### src/wips_pkg.sv
// ----------------------------------------------------------------------------
// wips_pkg
// Shared types, constants and the sort-key compare for the priority sorter.
// ----------------------------------------------------------------------------
package wips_pkg;

    localparam int MAX_ITEMS_DEF = 64;
    localparam int INDEX_W       = 16;
    localparam int POINTS_W      = 32;

    typedef struct packed {
        logic                fast;
        logic [POINTS_W-1:0] points;
        logic [INDEX_W-1:0]  index;
    } entry_t;

    // per-cycle command broadcast to every cell
    typedef struct packed {
        logic ins;   // insert new item into the sorted chain
        logic pop;   // shift chain toward cell 0 by one
    } cell_cmd_t;

    typedef enum logic {
        ST_LOAD,
        ST_EMIT
    } state_t;

    // true when a sorts strictly ahead of b
    function automatic logic goes_before(input entry_t a, input entry_t b);
        logic res;
        if (a.fast != b.fast)
        begin
            res = !a.fast;
        end
        else if (a.points != b.points)
        begin
            res = (a.points > b.points);
        end
        else
        begin
            res = (a.index < b.index);
        end
        return res;
    endfunction

endpackage

### src/wips_cell.sv
// ----------------------------------------------------------------------------
// wips_cell
// One slot of the sorted chain: compares the incoming item with its own entry,
// shifts away from cell 0 on insert and toward cell 0 on pop.
// ----------------------------------------------------------------------------
module wips_cell
    import wips_pkg::*;
#(
    parameter int CNT_W = 7,
    parameter int IDX   = 0
)
(
    input  logic             clk,
    input  cell_cmd_t        cmd,
    input  logic [CNT_W-1:0] count,
    input  entry_t           new_entry,
    input  entry_t           left_entry,
    input  logic             left_before,
    input  entry_t           right_entry,
    output entry_t           entry,
    output logic             ahead
);

    entry_t entry_reg;
    entry_t entry_next;
    logic   occupied;

    // slots at or beyond the fill count are empty and accept anything
    assign occupied = (count > CNT_W'(IDX));
    assign ahead    = !occupied || goes_before(new_entry, entry_reg);
    assign entry    = entry_reg;

    always_comb
    begin
        entry_next = entry_reg;
        if (cmd.pop)
        begin
            entry_next = right_entry;
        end
        else if (cmd.ins && ahead)
        begin
            entry_next = left_before ? left_entry : new_entry;
        end
    end

    always_ff @(posedge clk)
    begin
        entry_reg <= entry_next;
    end

endmodule
### config.mk
export PLATFORM = sky130hd
export DESIGN_NAME = wips_cell
export DESIGN_NICKNAME = d
export VERILOG_FILES = /design/src/wips_pkg.sv /design/src/wips_cell.sv
export SDC_FILE = /design/constraint.sdc
export NUM_CORES = 1
export LEC_CHECK = 0
export BUFFER_PORTS_ARGS = -buffer_cell sky130_fd_sc_hd__buf_4
export CAP_MARGIN = 10
export CORE_ASPECT_RATIO = 1.75
export CORE_UTILIZATION = 46
export CTS_BUF_LIST = sky130_fd_sc_hd__clkbuf_8
export CTS_CLUSTER_DIAMETER = 200
export DETAILED_ROUTE_END_ITERATION = 16
export PLACE_DENSITY = 0.82
export RECOVER_POWER = 25
export SLEW_MARGIN = 20
export SYNTH_ARGS = -nofsm -noshare
export SYNTH_HDL_FRONTEND = slang
export SYNTH_SLANG_ARGS = --single-unit
### constraint.sdc
create_clock -name clk -period 5.6 [get_ports clk]
set_input_delay 0.84 -clock clk [delete_from_list [all_inputs] [get_ports clk]]
set_output_delay 0.84 -clock clk [all_outputs]
set_load 0.02 [all_outputs]
# Yosys cells after proc, flatten, opt, wreduce, memory -nomap -nowiden
# Index checks and enable logic that the tools add are counted.
# word_totals
reg_bits	49
inputBits	158
out_inout_bits	50
wordCells	18
# classes
order_cmp	3
eq_ne	2
n_mux	5
n_reduce_logical	5
# op_table
op	n
$mux 49	3
$gt 32x32->1	1
$ne 32x32->1	1
$lt 16x16->1	1
$gt 7x1->1 const B	1
$logic_not 1->1	2
$mux 1	2
$reduce_bool 2->1	1
$logic_and 1x1->1	1
$logic_or 1x1->1	1
$ne 1x1->1	1

# Logic depth before layout (Yosys ltp)
# Gate-level depths: netlist of the first run.
# depth
ltp_word	7
ltp_mapped	8
mapped_depth_nobuf	8

# Worst setup path after synthesis of the first run
# OpenSTA, ideal clock, no wires.
# synth_timing
path_kind	input to register
startpoint	in new_entry[2] in the netlist's numbering
endpoint	reg entry_reg (netlist bit entry[0]) (enable)
setup_ps	456
arrival_time_ps	4086
required_time_ps	5144
slack_ps	1058
stages	7
n_path_buf	0
cell_sequence	ha_1 -> a211o_1 -> a31oi_1 -> o21ai_1 -> a31oi_2 -> a211oi_1 -> a311oi_2
# synth_between
elab_chain_len	6
# synth_rtl
item	line_no	source
from (decl)	wips_cell.sv:16	input entry_t new_entry,
$lt 16x16->1	wips_pkg.sv:41	res = (a.index < b.index);
$mux 1	wips_pkg.sv:35	else if (a.points != b.points)
$mux 1	wips_pkg.sv:31	if (a.fast != b.fast)
$logic_or 1x1->1	wips_cell.sv:30	assign ahead = !occupied || goes_before(new_entry, entry_reg);
$logic_and 1x1->1	wips_cell.sv:40	else if (cmd.ins && ahead)
$reduce_bool 2->1 (no line)	--	
to (signal assigned)	wips_cell.sv:48	entry_reg <= entry_next;
to (decl)	wips_cell.sv:24	entry_t entry_reg;
# Every way passes these cells.
# A chain may end at the register's enable or synchronous reset.

# Worst setup path after layout of the first run
# layout_timing
startpoint	in new_entry[35] in the netlist's numbering
endpoint	out ahead
# layout_between
elab_chain_len	4
elab_cells_between_ends	5
classes_between	order compare (1); eq/ne (1); mux (2); reduce/logical (1)
# layout_rtl
item	line_no	source
$gt 32x32->1 / $ne 32x32->1 (equally long branches)	wips_pkg.sv:37, wips_pkg.sv:35	
$mux 1 (*)	wips_pkg.sv:35	
$mux 1 (*)	wips_pkg.sv:31	
$logic_or 1x1->1 (*)	wips_cell.sv:30	
to (decl)	wips_cell.sv:21	output logic ahead
# Mark *: on every way between the ends. The rest lies on a longest branch, timed or not.

==> results of run 1 <==
stage by stage:
step | setup WS (ns) | util, % | total power [W] | cells
floorplan | 1.058 | - | 0.0007363 | 390
global placement | 2.235 | 67.93 | 0.0009397 | 672
detailed placement | 2.225 | 67.93 | 0.0009567 | 672
CTS | 2.216 | 69.25 | 0.001211 | 679
global route | 2.124 | 67.49 | 0.001238 | 679
finish | 2.210 | 67.49 | 0.001169 | 679
how the worst min path moves through the flow:
stage | to | cells past startpoint | from | slack (ns)
after floorplan | entry[46] | 2 | right_entry[46] | 1.03
after global placement | entry[18] | 3 | right_entry[18] | 1.12
after detailed placement | entry[32] | 3 | right_entry[32] | 1.13
after CTS | entry[32] | 3 | right_entry[32] | 0.79
after global routing | entry[18] | 3 | right_entry[18] | 0.80
final | entry[32] | 3 | right_entry[32] | 0.81
Yosys cell counts, drive strengths merged (4+ instances only):
master,n,share of area (%)
nand2,60,6.0
nand4,6,1.6
nand3,6,0.80
clkbuf,11,1.1
edfxtp,49,39
inv,49,4.9
a21oi,17,2.3
ha,47,16
mux2i,49,13
nor2,4,0.40
o21ai,56,7.5
buf,6,0.87
a221oi,4,0.93
metal layers:
metal / vias up / global-route usage [%]
met3: 34 / 5.316
met4: 0 / 13.63
met2: 142 / 50.06
li1: 1793 / -
met5: - / 0
met1: 1677 / 24.53
cell type report:
type / count / area, um^2 / area share [%]
clock buffer: 5 / 68.82 / 1.289
multi-input combinational: 275 / 2036 / 38.14
clock inverter: 2 / 35.03 / 0.6564
tap: 90 / 112.6 / 2.110
sequential: 49 / 1471 / 27.57
inverter: 49 / 183.9 / 3.446
timing repair buffer: 209 / 1430 / 26.79
cells by family (layout without fill, tap and decap cells):
logic type	Yosys count	count (layout)	share of synthesized area (%)
compound gates	90	90	13.90
fa+ha+maj	47	47	15.67
buf+inv	66	265	6.867
flops	49	49	39.20
mux	49	49	13.07
simple gates	89	89	11.30
report_power, final:
| group | switching [W] | internal [W] | leakage [nW] |
|---|---|---|---|
| combinational | 0.000242 | 0.000190 | 2.11 |
| clock | 0.000118 | 0.000130 | 0.0540 |
| sequential | 0.0000242 | 0.000464 | 0.491 |
layout by cell type, fill, tap and decap left out, types with 3 or more instances in the layout:
master	instances
a221oi_1	4
nand2_1	60
clkbuf_1	37
nor3_1	3
nand3_1	6
clkbuf_8	5
o21ai_0	52
buf_4	172
ha_1	47
nor2_1	4
o21ai_1	4
nand2b_1	3
mux2i_1	49
a21oi_1	17
nand4_1	4
inv_1	49
a21o_1	3
edfxtp_1	49
worst reg2reg max path: stages, from the launching register on:
cell,delay (ns)
edfxtp_1,0.37
inv_1,0.06
ha_1,0.31
nand4_1,0.18
nor4_1,0.47
and2_1,0.20
a22oi_2,0.08
a311oi_4,0.31
buf_4,0.40
==> results.md, run 1 <==
* Die H at 121.5 um
* DR vias at 3646
* Crit path cell chain: buf_4 > ha_1 > a21oi_1 > o21ai_0 > a221oi_1 > o21ai_1 > a22oi_2 > o21ai_1 > buf_4
* Starting DRT DRC Count at 145
* Remaining routing DRC violations at 0
* Routed vias/inst at 5.370
* Number of failing hold endpoints at the final stage at 0
* Yosys reg bits at 49
* Fmax at 295.0 MHz
* Post-layout min period at 3.390 ns
* Wl on met1 at 3703 um
* CP startpoint kind: primary input
* Area of all placed cells without fillers at 5338 um^2
* RSZ-0062 raised after global routing: false
* Post-route ant nets at 0
* Antenna violations before repair at 0
* Largest stage delay on the critical path at 0.32 ns
* CTS max path bufs at 2
* Max Cap Viol at 0
* Met2 wire len at 6330 um
* Final nets at 794
* Cts bufs inserted at 5
* Clk slew on worst S/H paths at 0.09 ns
* Crit path max-delay family: compound AO/OA/AOI/OAI gates
* Largest net degree at the start of global routing at 101
* Setup repair bufs after CTS at 0
* CTS Hold Buffers Added at 0
* Post-synth cell types at 34
* GRT Total Usage at 25.76%
* Worst skew pair latency at 0.31 ns
* Crit path kind: in2out
* Slowest-stage cell, CP: ha_1
* Max Slew Vio Count at 0
* Port bufs at 207
* Gate Count Post-Synth at 390
* # rows at 43
* Ys flop type: edfxtp_1
* Placer Congestion at 0.8728
* Vias in the first global route at 3746
* First-pass GRT wire length at 17020 um
* First-pass DRT Iterations at 4
* Core Area at 7909 um^2
* LEAKAGE at 2.655 nW
* Synth Area per Inst at 9.625 um^2
* Post-Syn Area at 3754 um^2
* Max_slew headroom at 43.07%
* Top routing layer in use: met4
* Register area share after synthesis at 39.20%
* H-tree levels at 2
* Final wirelength at 11170 um
* GR Overflow Total at 0
* Synth-to-layout area growth at 42.20%
* I/O pins at 208
* Worst flop-to-flop path endpoint: entry[36]
* Area after DPL at 5373 um^2
* Ys Warns at 0
* CP max FO at 3
* Critical path depth at 9
* Post-CTS sizing at 0
* Post-synth EDFFs at 49
* Fin Clk Skew at 0.003804 ns
* Worst slew pin tran at 0.8540 ns
* Die Width at 70.29 um
* Max reg flops at 49
* Post-DP HPWL at 9002 um
* R2R depth at 8
* Crit path to: ahead
* Fin crit share at 60.53%
* Worst Path Arrival at 2.55 ns
* Worst setup EP type: output port
* Antenna cells at 0
* Pwr Density at 218.9 nW/um^2
* Outcome: finished clean
* Met3 wire length at 670 um
* Layout cell share with drive strength beyond 1 at 31.58%
* Max VDD drop at 0.0002139 V
* Hold Crit Class: in2reg
* Mean routed wirelength per cell at 16.45 um
* Worst reg2reg setup slack at 2.89 ns
* Async SR Flop Fraction at 0%
* Hold slack at 0.8095 ns
* Fill cells at 672
* CP startpoint: new_entry[35]
* CTS root buf: clkbuf_8
* CTS tree: done
* Clock sinks at 49
* Setup_tns at 0 ns
* Final setup fails at 0
* Buf/Inv on CP at 2
* Effective utilization at floorplan at 47.46%
* Die area at 8540 um^2
* Worst EP required at 4.76 ns
* Net count after synthesis at 595
* R2R Path Start: entry[43]
Note: power is estimated with default switching activity, not from simulation.
==> inputs of run 2 (changes only) <==
Clock period 5.6 ns to 3.2 ns, I/O delays scaled along.
==> run 2 against run 1 <==
First-iteration DRC count grew 25%. Highest routed layer unchanged. Die area stayed put. Flip-flop and latch count stayed put. Non-clock buffer count rose by 1. Combinational power rose by 82%. Sequential power is 75% higher. Global-route usage grew 0.84 points. Count of clock-buffer cells in the layout did not move.
==> results.md, run 2 (synthesis results as in run 1) <==
* Outcome: finished clean
* Placer Congestion at 0.8900
* Max Slew Vio Count at 0
* Crit path kind: reg2out
* Effective utilization at floorplan at 47.46%
* Pwr Total at 0.001996 W
* Worst setup margin at 0.3174 ns
* I/O pins at 208
* Crit path cell chain: inv_1 > ha_1 > a21oi_1 > nand2_1 > a221oi_1 > o21ai_1 > a22oi_2 > o21ai_1 > buf_4
* CTS Hold Buffers Added at 0
* First-pass DRT Iterations at 4
* Largest net degree at the start of global routing at 83
* H-tree levels at 2
* Worst setup EP type: output port
* Pre-CTS WS at 0.3857 ns
* CTS tree: done
* Reg power frac at 42.9%
* # rows at 43
* First-pass GRT wire length at 17490 um
* Worst Path Arrival at 2.40 ns
* Worst skew pair latency at 0.31 ns
* Fill cells at 657
* GRT Total Usage at 26.61%
* Most common cell after layout, fill and taps aside: buf_4
* Starting DRT DRC Count at 181
* Fmax at 346.9 MHz
* Port bufs at 207
* Vias in the first global route at 3815
* Most frequent cells in the layout: buf_4, nand2_1, o21ai_0
* Setup repair bufs after CTS at 0
* Clock share of power at 17.8%
* Final nets at 795
* CP max FO at 3
* Hold slack at 0.4386 ns
* CTS root buf: clkbuf_8
* Max_slew headroom at 44.45%
* Core Area at 7909 um^2
* Max Cap Viol at 0
* Remaining routing DRC violations at 0
* Post-DP HPWL at 9278 um
* Final setup fails at 0
* DR vias at 3650
* Routed vias/inst at 5.360
* Buf/Inv on CP at 2
* Fin Clk Skew at 0.003493 ns
* Post-CTS sizing at 0
* Layout cell share with drive strength beyond 1 at 33.50%
* Die Width at 70.29 um
* Most Frequent Cell on Critical Path: o21ai_1
* NetSw at 0.0006836 W
* Antenna violations before repair at 0
* Die H at 121.5 um
* Largest stage delay on the critical path at 0.39 ns
* Final wirelength at 11210 um
* RSZ-0062 raised after global routing: false
* Worst reg2reg setup slack at 0.60 ns
* Max VDD drop at 0.0003073 V
* Hold Crit Class: in2reg
* Worst slew pin tran at 0.8333 ns
* Mean routed wirelength per cell at 16.46 um
* Combinational share of power at 39.4%
* LEAKAGE at 2.648 nW
* Worst EP required at 2.72 ns
* Clk slew on worst S/H paths at 0.09 ns
* CTS max path bufs at 2
* Max reg flops at 49
* Pwr Density at 368.0 nW/um^2
* Switching share of power at 34.25%
* Post-layout min period at 2.883 ns
* Synth-to-layout area growth at 44.50%
* Cts bufs inserted at 5
* Fin crit share at 90.08%
* Number of failing hold endpoints at the final stage at 0
* CP startpoint kind: register
* Die area at 8540 um^2
* Post-route ant nets at 0
* Int Power at 0.001312 W
* Antenna cells at 0
* Clock sinks at 49
* GR Overflow Total at 0
* Slowest-stage cell, CP: edfxtp_1
* Crit path max-delay family: compound AO/OA/AOI/OAI gates
-- run 2: cell types whose count changed in the layout (fill, tap and decap cells not counted), sizes merged --
| cell | delta |
|---|---|
| clkinv | +2 |
| bufinv | -1 |
| buf | +1 |
-- run 2: power groups by stage --
| stage | Clock [W] | Sequential [W] | Combinational (W) |
|---|---|---|---|
| 3_3_place_gp | 0 | 0.000870 | 0.000810 |
| 4_1_cts | 0.000369 | 0.000857 | 0.000839 |
| 3_5_place_dp | 0 | 0.000872 | 0.000836 |
| 2_1_floorplan | 0 | 0.000966 | 0.000346 |
| 5_1_grt | 0.000386 | 0.000865 | 0.000862 |
| 6_report | 0.000355 | 0.000855 | 0.000786 |
-- run 2: routing by layer --
layer	vias up	track usage (%)	wire, um
li1	1796	-	-
met1	1663	26.89	3864
met2	161	50.77	6270
met3	30	4.734	677
met4	0	13.50	394
met5	-	0	0
-- run 2: tightest hold or removal path, cell delays in order --
cell     delay, ns
buf_4         0.07
nand2_1       0.04
o21ai_0       0.05
-- run 2: metrics by stage --
step | utilization [%] | instances | cell area, um^2 | setup TNS (ns)
2_1_floorplan | - | 390 | 3854 | -8.172
3_3_place_gp | 69.31 | 673 | 5482 | 0
3_5_place_dp | 69.31 | 673 | 5482 | 0
4_1_cts | 70.34 | 681 | 5563 | 0
5_1_grt | 68.58 | 681 | 5424 | 0
6_report | 68.58 | 681 | 5424 | 0
-- run 2: layout make-up --
| class | count | area (um^2) | share of cell area, % |
|---|---|---|---|
| Multi-Input combinational cell | 275 | 2125 | 39.17 |
| Sequential cell | 49 | 1471 | 27.13 |
| Timing Repair Buffer | 210 | 1450 | 26.74 |
| Inverter | 49 | 183.9 | 3.391 |
| Tap cell | 90 | 112.6 | 2.076 |
| Clock buffer | 5 | 68.82 | 1.269 |
| Clock inverter | 3 | 12.51 | 0.2307 |
-- run 2: worst paths after layout --
check | startpoint | endpoint | cells past startpoint
max | entry[46] | ahead | 9
min | right_entry[11] | entry[11] | 3
max reg2reg | entry[39] | entry[27] | 8
min reg2reg | entry[48] | entry[1] | 4
